File: src/rtl/jspc_pkg.sv
// ----------------------------------------------------------------------------
// jspc_pkg
// Shared constants for the game-pad serial port controller.
// ----------------------------------------------------------------------------
`default_nettype none
package jspc_pkg;
    localparam int RxDepth  = 16;
    localparam int RxIdxW   = $clog2(RxDepth);
    localparam int RxCntW   = $clog2(RxDepth + 1);

    localparam logic [1:0] CMD_TICK  = 2'd0;
    localparam logic [1:0] CMD_WRITE = 2'd1;
    localparam logic [1:0] CMD_READ  = 2'd2;
    localparam logic [1:0] CMD_BTN   = 2'd3;

    localparam logic [3:0] OFF_DATA = 4'd0;
    localparam logic [3:0] OFF_STAT = 4'd4;
    localparam logic [3:0] OFF_MODE = 4'd8;
    localparam logic [3:0] OFF_CTRL = 4'd10;
    localparam logic [3:0] OFF_BAUD = 4'd14;

    localparam logic [2:0] ST_IDLE       = 3'd0;
    localparam logic [2:0] ST_SESSION    = 3'd1;
    localparam logic [2:0] ST_START_SEND = 3'd2;
    localparam logic [2:0] ST_SENDING    = 3'd3;
    localparam logic [2:0] ST_START_RECV = 3'd4;
    localparam logic [2:0] ST_END_RECV   = 3'd5;

    localparam logic [10:0] F_TXRDY1 = 11'h001;
    localparam logic [10:0] F_RXRDY  = 11'h002;
    localparam logic [10:0] F_TXRDY2 = 11'h004;
    localparam logic [10:0] F_PARITY = 11'h008;
    localparam logic [10:0] F_ACKLVL = 11'h080;
    localparam logic [10:0] F_IRQ    = 11'h200;

    localparam logic       CFG_BYTE_DUR = 1'b0;
    localparam logic       CFG_ACK_LEN  = 1'b1;
endpackage
`default_nettype wire

File: src/rtl/joypad_serial_port_controller.sv
// Each accepted item's result lands in the output register on the clock edge that accepts it.
// Throughput: one item per cycle while i_ready does not hold the output; the whole update is one pass of logic.
// Reset: synchronous, active low; restores all registers but the output data registers, empties the queue.
// The queue store itself is not cleared; only written entries are read.
// ----------------------------------------------------------------------------
// joypad_serial_port_controller
// Serial game-pad port with bus registers, transfer machine and receive queue.
// ----------------------------------------------------------------------------
`default_nettype none
module joypad_serial_port_controller (
    input  wire logic        i_clk,
    input  wire logic        i_rst_n,
    input  wire logic        i_valid,
    output logic             o_ready,
    input  wire logic [1:0]  i_command,
    input  wire logic [3:0]  i_reg_offset,
    input  wire logic [15:0] i_write_data,
    input  wire logic        i_pad_index,
    input  wire logic [3:0]  i_button_bit,
    input  wire logic        i_pressed,
    output logic             o_valid,
    input  wire logic        i_ready,
    output logic [31:0]      o_read_data,
    output logic             o_access_error,
    output logic             o_irq_pulse,
    input  wire logic        i_cfg_valid,
    output logic             o_cfg_ready,
    input  wire logic        i_cfg_index,
    input  wire logic [15:0] i_cfg_data
);
    import jspc_pkg::*;

    logic [15:0] r_byte_dur, r_ack_len;
    logic [2:0]  r_state, n_state;
    logic [10:0] r_flags, n_flags;
    logic [20:0] r_timer, n_timer;
    logic [21:0] r_reload, n_reload;
    logic [15:0] r_mode, n_mode, r_ctrl, n_ctrl, r_baud, n_baud;
    logic [15:0] r_btick, n_btick, r_ackc, n_ackc;
    logic [7:0]  r_lastcmd, n_lastcmd;
    logic [7:0]  r_q [RxDepth];
    logic [RxIdxW-1:0] r_head, n_head;
    logic [RxCntW-1:0] r_cnt, n_cnt;
    logic [15:0] r_btn [2];
    logic [15:0] n_btn [2];
    logic [1:0]  r_pad_en, n_pad_en;
    logic [31:0] n_rd;
    logic        n_err, n_irq;

    // Push bookkeeping: up to seven bytes land in one pass.
    logic [7:0]  push_b [7];
    logic [6:0]  push_v;
    logic [RxIdxW-1:0] push_pos [7];
    logic [6:0]  push_ok;

    logic take;
    assign o_ready     = !o_valid || i_ready;
    assign take        = i_valid && o_ready;
    assign o_cfg_ready = 1'b1;

    always_comb begin
        logic ev_start, ev_end, ev_tx, ev_baud, ev_rxread;
        logic [7:0] data8;
        logic [15:0] dec;
        logic [RxCntW-1:0] c;
        logic [RxCntW:0] sum;
        logic load;
        logic joy;
        ev_start = 1'b0; ev_end = 1'b0; ev_tx = 1'b0; ev_baud = 1'b0;
        ev_rxread = 1'b0; load = 1'b0;
        data8 = i_write_data[7:0];
        n_state = r_state; n_flags = r_flags; n_timer = r_timer;
        n_reload = r_reload; n_mode = r_mode; n_ctrl = r_ctrl; n_baud = r_baud;
        n_btick = r_btick; n_ackc = r_ackc; n_lastcmd = r_lastcmd;
        n_head = r_head; n_cnt = r_cnt; n_btn = r_btn; n_pad_en = r_pad_en;
        n_rd = '0; n_err = 1'b0; n_irq = 1'b0;
        joy = i_write_data[1];

        case (i_command)
            CMD_TICK: begin
                n_timer = r_timer - 21'd1;
                if (n_timer == '0) begin
                    n_timer = r_reload[20:0];
                    ev_baud = 1'b1;
                end
            end
            CMD_WRITE: begin
                case (i_reg_offset)
                    OFF_DATA: ev_tx = 1'b1;
                    OFF_MODE: n_mode = i_write_data & 16'h013f;
                    OFF_CTRL: begin
                        n_ctrl = i_write_data & 16'h3f7f;
                        n_pad_en = {i_write_data[13] && joy, !i_write_data[13] && joy};
                        ev_start = i_write_data[0] && joy && !i_write_data[2]
                                   && (r_flags & F_TXRDY2) != '0;
                        ev_end = !joy;
                    end
                    OFF_BAUD: begin
                        n_baud = i_write_data;
                        case (r_mode[1:0])
                            2'd2:    n_reload = {2'b0, i_write_data, 4'b0};
                            2'd3:    n_reload = {i_write_data, 6'b0};
                            default: n_reload = {6'b0, i_write_data};
                        endcase
                        n_timer = n_reload[20:0];
                    end
                    default: n_err = 1'b1;
                endcase
            end
            CMD_READ: begin
                case (i_reg_offset)
                    OFF_DATA: begin
                        if (r_cnt == '0) begin
                            n_rd = 32'hff;
                        end else begin
                            n_rd = {24'b0, r_q[r_head]};
                            n_head = r_head + 1'b1;
                            n_cnt = r_cnt - 1'b1;
                        end
                        ev_rxread = 1'b1;
                    end
                    OFF_STAT: n_rd = {r_timer, r_flags};
                    OFF_MODE: n_rd = {16'b0, r_mode};
                    OFF_CTRL: n_rd = {16'b0, r_ctrl};
                    OFF_BAUD: n_rd = {16'b0, r_baud};
                    default:  n_err = 1'b1;
                endcase
            end
            default: begin
                n_btn[i_pad_index][i_button_bit] = !i_pressed;
            end
        endcase

        // The transfer machine sees at most one event from one item
        // (start then end cannot both fire, as start needs joy set).
        dec = n_btick - 16'd1;
        unique case (r_state)
            ST_IDLE: if (ev_start) begin
                n_flags = n_flags | F_TXRDY1;
                n_state = ST_SESSION;
            end
            ST_SESSION: begin
                if (ev_tx) begin
                    n_btick = r_byte_dur;
                    n_flags = n_flags & ~F_TXRDY1;
                    if (r_ctrl[10]) begin
                        n_flags = n_flags | F_IRQ;
                        n_irq = 1'b1;
                    end
                    n_lastcmd = data8;
                    load = (data8 == 8'h01);
                    n_state = ST_START_SEND;
                end else if (ev_end) begin
                    n_flags = n_flags & ~F_TXRDY1;
                    n_state = ST_IDLE;
                end
            end
            ST_START_SEND: begin
                if (ev_baud) begin
                    n_btick = dec;
                    n_flags = n_flags & ~F_TXRDY2;
                    n_state = ST_SENDING;
                end else if (ev_end) begin
                    n_btick = '0;
                    n_state = ST_IDLE;
                end
            end
            ST_SENDING: begin
                if (ev_baud) begin
                    n_btick = dec;
                    if (dec == '0) begin
                        n_btick = r_byte_dur;
                        n_flags = n_flags | F_TXRDY2;
                        n_state = ST_START_RECV;
                    end
                end else if (ev_end) begin
                    n_btick = '0;
                    n_flags = n_flags | F_TXRDY2;
                    n_state = ST_IDLE;
                end
            end
            ST_START_RECV: begin
                if (ev_baud) begin
                    n_btick = dec;
                    if (dec == '0) begin
                        if (r_cnt > 1) begin
                            n_flags = n_flags & ~F_ACKLVL;
                            n_ackc = r_ack_len;
                        end else begin
                            n_flags = n_flags | F_RXRDY;
                        end
                        if ((r_ctrl & 16'h1800) != '0) begin
                            n_flags = n_flags | F_IRQ;
                            n_irq = 1'b1;
                        end
                        n_state = ST_END_RECV;
                    end
                end else if (ev_end) begin
                    n_btick = '0;
                    n_state = ST_IDLE;
                end
            end
            ST_END_RECV: begin
                if (ev_rxread) begin
                    n_flags = (n_flags | F_TXRDY1) & ~F_RXRDY;
                    n_state = ST_SESSION;
                end else if (ev_end) begin
                    n_flags = n_flags & ~F_RXRDY;
                    n_head = '0;
                    n_cnt = '0;
                    n_state = ST_IDLE;
                end
            end
            default: ;
        endcase

        // The acknowledge bit of a control write clears parity and interrupt.
        if (i_command == CMD_WRITE && i_reg_offset == OFF_CTRL && i_write_data[4]) begin
            n_flags = n_flags & ~(F_PARITY | F_IRQ);
        end

        // In a tick the ACK counter runs after the machine, as in the port.
        if (i_command == CMD_TICK && n_ackc != '0) begin
            n_ackc = n_ackc - 16'd1;
            if (n_ackc == '0) n_flags = n_flags | F_ACKLVL | F_RXRDY;
        end

        // Response bytes for the poll command.
        push_b[0] = 8'hff; push_b[1] = 8'h41; push_b[2] = 8'h5a;
        push_b[3] = r_btn[0][7:0]; push_b[4] = r_btn[0][15:8];
        push_b[5] = r_btn[1][7:0]; push_b[6] = r_btn[1][15:8];
        push_v = {r_pad_en[1], r_pad_en[1], r_pad_en[0], r_pad_en[0], 3'b111};
        c = r_cnt;
        for (int k = 0; k < 7; k++) begin
            sum = {1'b0, r_head} + {1'b0, c};
            push_pos[k] = sum[RxIdxW-1:0];
            push_ok[k] = load && push_v[k] && (c < RxCntW'(RxDepth));
            if (push_ok[k]) c = c + 1'b1;
        end
        if (load) n_cnt = c;
    end

    always_ff @(posedge i_clk) begin
        if (take) begin
            for (int k = 0; k < 7; k++) begin
                if (push_ok[k]) r_q[push_pos[k]] <= push_b[k];
            end
            o_read_data    <= n_rd;
            o_access_error <= n_err;
            o_irq_pulse    <= n_irq;
        end
    end

    always_ff @(posedge i_clk) begin
        if (!i_rst_n) begin
            r_byte_dur <= 16'd8;
            r_ack_len  <= 16'd100;
            r_state    <= ST_IDLE;
            r_flags    <= F_TXRDY2 | F_ACKLVL;
            r_timer    <= '0;
            r_reload   <= '0;
            r_mode     <= '0;
            r_ctrl     <= '0;
            r_baud     <= '0;
            r_btick    <= '0;
            r_ackc     <= '0;
            r_lastcmd  <= '0;
            r_head     <= '0;
            r_cnt      <= '0;
            r_btn[0]   <= 16'hffff;
            r_btn[1]   <= 16'hffff;
            r_pad_en   <= '0;
            o_valid    <= 1'b0;
        end else begin
            if (i_cfg_valid) begin
                if (i_cfg_index == CFG_BYTE_DUR) r_byte_dur <= i_cfg_data;
                if (i_cfg_index == CFG_ACK_LEN)  r_ack_len  <= i_cfg_data;
            end
            if (take) begin
                r_state   <= n_state;
                r_flags   <= n_flags;
                r_timer   <= n_timer;
                r_reload  <= n_reload;
                r_mode    <= n_mode;
                r_ctrl    <= n_ctrl;
                r_baud    <= n_baud;
                r_btick   <= n_btick;
                r_ackc    <= n_ackc;
                r_lastcmd <= n_lastcmd;
                r_head    <= n_head;
                r_cnt     <= n_cnt;
                r_btn     <= n_btn;
                r_pad_en  <= n_pad_en;
                o_valid   <= 1'b1;
            end else if (i_ready) begin
                o_valid <= 1'b0;
            end
        end
    end
endmodule
`default_nettype wire
File: config.mk
export PLATFORM = sky130hd
export DESIGN_NAME = joypad_serial_port_controller
export DESIGN_NICKNAME = d
export VERILOG_FILES = /design/src/rtl/jspc_pkg.sv /design/src/rtl/joypad_serial_port_controller.sv
export SDC_FILE = /design/constraint.sdc
export NUM_CORES = 1
export LEC_CHECK = 0
export BUFFER_PORTS_ARGS = -buffer_cell sky130_fd_sc_hd__buf_2
export CAP_MARGIN = 20
export CORE_MARGIN = 2
export CORE_UTILIZATION = 45
export DETAILED_ROUTE_END_ITERATION = 8
export PLACE_DENSITY = 0.68
export SYNTH_ARGS = -nofsm -noshare
export SYNTH_HDL_FRONTEND = slang
export SYNTH_SLANG_ARGS = --single-unit
File: constraint.sdc
create_clock -name i_clk -period 19.18 [get_ports i_clk]
set_input_delay 1.918 -clock i_clk [delete_from_list [all_inputs] [get_ports i_clk]]
set_output_delay 1.918 -clock i_clk [all_outputs]
set_load 0.01 [all_outputs]
==> impl_results.md, run 1 <==
- Sum of routed wire length over all layers: 96900 microns
- Number of hold buffers added after CTS: 0
- Beginning of the worst hold path: r_ctrl[8]
- Netlist cell types: 113
- Final antenna-violating net count: 0
- Post-detailed-placement cell area: 0.0277 sq mm
- Share of the synthesized area in the top cell type: 18.1%
- Final clock period utilization by the worst path: 55.6%
- Complex-gate fraction of the synthesized area: 16.4%
- Setup TNS: 0 ps
- Leakage component of the power: 0.0105 uW
- Number of CTS-inserted buffers: 41
- Classification of the worst-slack hold path: reg2reg
- Max Fanout on Critical Path: 55
- Via count: 24622
- Total I/O pin count: 87
- Seq cells post-synth: 360
- Worst setup EP type: register
- Die outline area: 0.0617 sq mm
- GRT Util Overall: 30.9%
- Number of gates given a new drive strength after cts: 0
- Most frequent standard cell in the layout excluding fill and tap cells: nand2_1
- DRC Markers: 0
- Final weighted congestion in routability-driven placement: 1.05
- Reg2reg end: r_q[3][3]
- Worst max-slew margin expressed relative to the limit: 18.2%
- Placed insts: 3652
- Library cell contributing the largest single delay on the critical path: xnor3_1
- TritonRoute pass-1 iters: 6
- Insertion delay of the later-clocked pin in the worst-skew pair: 600 ps
- Count of final hold-check violations: 0
- Post-synthesis area per instance: 9.00 sq um
- Clk_skew: 28.5 ps
- Placeable core region: 0.0590 sq mm
- Power per standard cell area: 73.4 mW/mm^2
- Area grow syn2layout: 8.65%
- Type of the worst setup path: in2reg
- Per-cell routed wire length: 25.9 microns
- Number of cells on the worst hold path: 2
- Cell at the root of the clock tree: clkbuf_16
- Total number of nets in the final design: 3025
- Crit path top cell by count: nand2_1
- Count of cells along the worst register-to-register path: 26
- Most instantiated flip-flop cell in the synthesis netlist: dfxtp_1
- Max-slew violation count: 0
- Post-CTS setup buffer count: 0
- Post-Syn Nets: 3083
- Detailed Route Iter0 Violations: 2957
- CP startpoint kind: input pin
- Setup repair after global routing missed its margin: no
- Wire length of the first global-routing pass: 145000 microns
- Count of H-tree levels built during CTS: 2
- Site Rows: 89
- Status: finished clean
- Data arrival, critical path: 10920 ps
- Clock tree from TritonCTS: built
- Post-synthesis adder-cell area fraction: 2.48%
- Count of filler cells inserted in the layout: 5483
- Share of cell area taken by muxes after synthesis: 21.1%
- Sink count of the clock tree: 360
- Reg-to-reg critical path startpoint: r_state[0]
- Cell count after synthesis: 2984
- Post-synthesis cell area: 0.0269 sq mm
- Commonest non-fill, non-tap cells in the layout: 360 x nand2_1, 225 x a21oi_1, 221 x mux2_2
- Proportion of register bits with asynchronous set or reset after synthesis: 0%
- Reg2reg setup slack: 9810 ps
- Worst-case clock buffer depth: 3
- Required arrival time at the worst endpoint: 19440 ps
- Non-filler instance count after layout: 3736
- Min Clock Period, post-route: 10660 ps
- Count of maximum capacitance violations: 0
- Post-synthesis simple-gate area fraction: 19.6%
- Via count of the first global-routing pass: 23215
- Largest area contributor in the netlist: edfxtp_1
- Peak per-stage delay on the critical path: 970 ps
- Clock-pin slew of the registers on the worst-case setup and hold paths: 60 ps
- Cells taking the most area after synthesis: edfxtp_1 18%, dfxtp_1 15%, mux2_2 9.3%, mux2i_1 6.1%, nand2_1 5.0%
- Overflow after GRT: 0
- IO Port Bufs: 85
- Post-DP HPWL: 68000 microns
- Number of setup violations in the final report: 0
- Chip Height: 248 microns
- Number of antenna violations at the first check in global routing: 5
- Fraction of layout cells with a size suffix above 1: 18.2%
- Routed via count divided by cell count: 6.59
- Register area share after synthesis: 32.9%
- Worst vdd ir: 0.0652 mV
- Largest net degree at the start of global routing: 88
- Overall die width: 248 microns
- Post-route cell area: 0.0292 sq mm
- Xor-xnor portion of the synthesized cell area: 3.43%
- End of the worst hold path: r_ctrl[8]
- Number of enable flip-flop cells after synthesis: 162
- Least-Margin Pin Slew: 1230 ps
- Max Freq: 93.8 MHz
- Starting density of the core: 45.5%
- Combinational family with the most area after synthesis: multiplexers
- Warnings from Yosys: 0
==> power breakdown <==
| part | internal (uW) | switching, uW |
|---|---|---|
| logic | 178 | 277 |
| clock network | 491 | 348 |
| registers | 819 | 30.2 |
==> critical path: cells and delay by family <==
kind            cells  cell delay [ps]
xor+xnor            3             1590
compound gates      5             1270
buf+inv             4              890
simple gates       14             4000
fa+ha+maj           4             1200
==> registers in the layout (all words and copies together) (netlist names), 21 cells and up, named ones only <==
signal,count
o_read_data,32
push_b,32
r_timer,21
r_reload,21
r_q,128
==> how the worst max path moves through the flow <==
stage	endpoint	startpoint	depth (start not counted)
final	r_q[3][3]	i_command[1]	30
after global routing	r_q[1][6]	i_command[1]	31
after detailed placement	r_q[1][2]	i_command[1]	30
after global placement	r_q[0][3]	i_command[1]	28
after CTS	r_q[1][0]	i_command[1]	30
after floorplan	r_q[2][0]	i_command[1]	33
==> cell families (layout without fill, tap and decap cells) <==
group           count (synthesis)  count (layout)
flops                         360             360
mux                           481             481
buf+inv                       280             254
simple gates                 1030            1030
compound gates                694             694
xor+xnor                       89              89
fa+ha+maj                      49              49
other cells                     1               6
==> area by class of cell <==
type	instances	area, sq um	area share [%]
clock buffer	52	1100	3.76
inverter	55	210	0.720
multi-input combinational	2344	17000	58.2
timing repair buffer	124	786	2.69
sequential	360	8830	30.2
clock inverter	23	309	1.06
tap	773	967	3.31
antenna	5	12.5	0.0429
==> synthesized netlist by cell type (all sizes together), types with 12 or more instances <==
master and count:
dfxtp 198, edfxtp 162, nand3 86, mux2 276
nor3b 16, nand3b 19, nor2b 20, or3 20
a31oi 40, buf 37, xor2 29, and2 14
nor4 31, xnor2 52, inv 53, or4 12
nand2b 23, mux4 40, nor3 101, nor2 220
a21o 14, and3 37, a21oi 227, o21ai 174
clkbuf 188, nand2 362, a211oi 75, o211ai 46
ha 42, mux2i 165, nand4 29
==> metrics by stage <==
step	power [uW]	hold WS [ps]	util (%)	worst slack (ps)
3_3_place_gp	1300	441	46.9	8040
2_1_floorplan	1200	427	-	9940
6_report	2140	460	49.5	8520
5_1_grt	2230	471	49.4	7940
3_5_place_dp	1310	448	46.9	7970
4_1_cts	2140	457	49.3	8550
==> routing by layer <==
layer / up-vias / wire length (microns) / global-route usage (%)
met5: - / 44 / 0
met4: 6 / 5480 / 15.8
met3: 365 / 10300 / 7.49
met2: 1389 / 43100 / 48.3
met1: 11863 / 38000 / 39.8
li1: 10999 / - / -
Power figures use the tool's default switching activity.
==> run 2, diff against run 1 <==
==> constraint.sdc (replaced) <==
create_clock -name i_clk -period 11 [get_ports i_clk]
set_input_delay 1.1 -clock i_clk [delete_from_list [all_inputs] [get_ports i_clk]]
set_output_delay 1.1 -clock i_clk [all_outputs]
set_load 0.01 [all_outputs]
==> impl_results.md, run 2 (same netlist as run 1, synthesis figures left out) <==
- Status: finished clean
- CP startpoint kind: input pin
- Number of gates given a new drive strength after cts: 0 (unchanged)
- Classification of the worst-slack hold path: reg2reg
- Number of hold buffers added after CTS: 0 (unchanged)
- Site Rows: 89 (unchanged)
- Routed via count divided by cell count: 6.62 (+0.38%)
- Die outline area: 0.0617 sq mm (unchanged)
- Peak per-stage delay on the critical path: 710 ps (-260 ps)
- Placeable core region: 0.0590 sq mm (unchanged)
- Starting density of the core: 45.5% (unchanged)
- Via count: 24696 (+0.30%)
- Chip Height: 248 microns (unchanged)
- Clk_skew: 22.1 ps (-6.39 ps)
- Library cell contributing the largest single delay on the critical path: xnor3_1
- Antenna Cells: 0 (-5)
- Via count of the first global-routing pass: 23390 (+0.75%)
- Count of maximum capacitance violations: 0 (unchanged)
- DRC Markers: 0 (unchanged)
- GRT Util Overall: 31.3% (+0.40 points)
- TritonRoute pass-1 iters: 8 (+2)
- Total number of nets in the final design: 3026 (+0.033%)
- Final antenna-violating net count: 0 (unchanged)
- Leakage component of the power: 0.0105 uW (-0.39%)
- Min Clock Period, post-route: 9500 ps
- Post-CTS setup buffer count: 0 (unchanged)
- Power per standard cell area: 126 mW/mm^2 (+72%)
- Worst setup EP type: register
- Sum of routed wire length over all layers: 98700 microns (+1.8%)
- Detailed Route Iter0 Violations: 2935 (-0.74%)
- Worst vdd ir: 0.173 mV (+170%)
- Data arrival, critical path: 9750 ps (-1170 ps)
- Count of final hold-check violations: 0 (unchanged)
- Overflow after GRT: 0 (unchanged)
- Final weighted congestion in routability-driven placement: 1.03 (-1.7%)
- Sink count of the clock tree: 360 (unchanged)
- Max Fanout on Critical Path: 18 (-67%)
- Final worst setup slack: 1500 ps (-7010 ps)
- Fraction of layout cells with a size suffix above 1: 18.1% (about the same)
- Insertion delay of the later-clocked pin in the worst-skew pair: 600 ps (about the same)
- Number of CTS-inserted buffers: 42 (+2.4%)
- Least-Margin Pin Slew: 1290 ps (+62.5 ps)
- IO Port Bufs: 85 (unchanged)
- Max-slew violation count: 0 (unchanged)
- Most frequent standard cell in the layout excluding fill and tap cells: nand2_1
- Clock-pin slew of the registers on the worst-case setup and hold paths: 60 ps (about the same)
- Final clock period utilization by the worst path: 86.3%
- Clock tree from TritonCTS: built
- Setup repair after global routing missed its margin: no
- Cell at the root of the clock tree: clkbuf_16
- Per-cell routed wire length: 26.4 microns (+1.9%)
- Largest net degree at the start of global routing: 87 (-1.1%)
- Setup slack at placement: 1130 ps (-6840 ps)
- Number of setup violations in the final report: 0 (unchanged)
- Setup TNS: 0 ps (unchanged)
- Overall die width: 248 microns (unchanged)
- Wire length of the first global-routing pass: 146000 microns (+0.74%)
- Required arrival time at the worst endpoint: 11250 ps (-8190 ps)
- Total I/O pin count: 87 (unchanged)
- Area grow syn2layout: 8.26%
- Commonest non-fill, non-tap cells in the layout: 360 x nand2_1, 225 x a21oi_1, 221 x mux2_2
- Max Freq: 105 MHz
- Worst max-slew margin expressed relative to the limit: 13.5% (-4.7 points)
- Worst-case clock buffer depth: 3 (unchanged)
- Post-DP HPWL: 68900 microns (+1.3%)
- Count of H-tree levels built during CTS: 2 (unchanged)
- Type of the worst setup path: in2reg
- Number of antenna violations at the first check in global routing: 4 (-1)
- Flip-flop count of the largest register after layout: 128 (unchanged)
-- run 2: cell count changes in the layout (fill, tap and decap cells not counted), moves of 2 or more --
cell | previous run | this run
diode_2 | 5 | 0
buf_4 | 32 | 36
buf_6 | 2 | 0
bufinv_16 | 6 | 2
clkbuf_8 | 1 | 3
clkbuf_1 | 9 | 14
clkinv_1 | 4 | 2
-- run 2: critical path: cells and delay by family --
family                   cells  cell delay, ps
AO/OA/AOI/OAI                5            1320
XOR/XNOR                     3            1180
adder cells (fa/ha/maj)      5            1830
buffers and inverters        2             190
multiplexers                 1              70
AND/OR/NAND/NOR             13            4020
-- run 2: worst paths after layout --
| check | start | endpoint | slack (ps) | cells after the start |
|---|---|---|---|---|
| worst min-delay path | r_baud[5] | r_baud[5] | 460 | 2 |
| worst max register to register | r_state[0] | r_q[9][1] | 1570 | 26 |
| worst max-delay path | i_command[1] | r_q[9][1] | 1500 | 29 |
| worst min register to register | r_baud[5] | r_baud[5] | 460 | 2 |
-- run 2: layout make-up --
class / instances / area [sq um]
fillers: 5528 / 29900
multi-input cells: 2344 / 17000
flip-flops and latches: 360 / 8830
clock buffers: 60 / 1150
well taps: 773 / 967
repair buffers: 124 / 748
inverters: 55 / 210
clock inverters: 17 / 195
-- run 2: power by group --
part / total (uW) / switching (uW) / internal (uW)
Combinational: 798 / 488 / 311
Clock: 1390 / 603 / 784
Sequential: 1480 / 52.4 / 1430
Total: 3670 / 1140 / 2520
-- run 2: through the flow --
stage | hold slack, ps | instance area, sq um | std cells | utilization (%) | total power [uW]
floorplan | 427 | 26900 | 2984 | - | 2090
global placement | 442 | 27700 | 3652 | 46.9 | 2270
detailed placement | 450 | 27700 | 3653 | 46.9 | 2290
CTS | 458 | 29000 | 3730 | 49.2 | 3670
global route | 476 | 29100 | 3733 | 49.3 | 3830
finish | 461 | 29100 | 3733 | 49.3 | 3670
-- run 2: metal layers --
metal | vias to the layer above | track usage, % | share of wire [%]
met3 | 325 | 6.41 | 9.3
met1 | 12047 | 40.5 | 40
met2 | 1321 | 50.1 | 45
met4 | 6 | 14.8 | 5.1
li1 | 10997 | - | -
met5 | - | 0 | 0.041
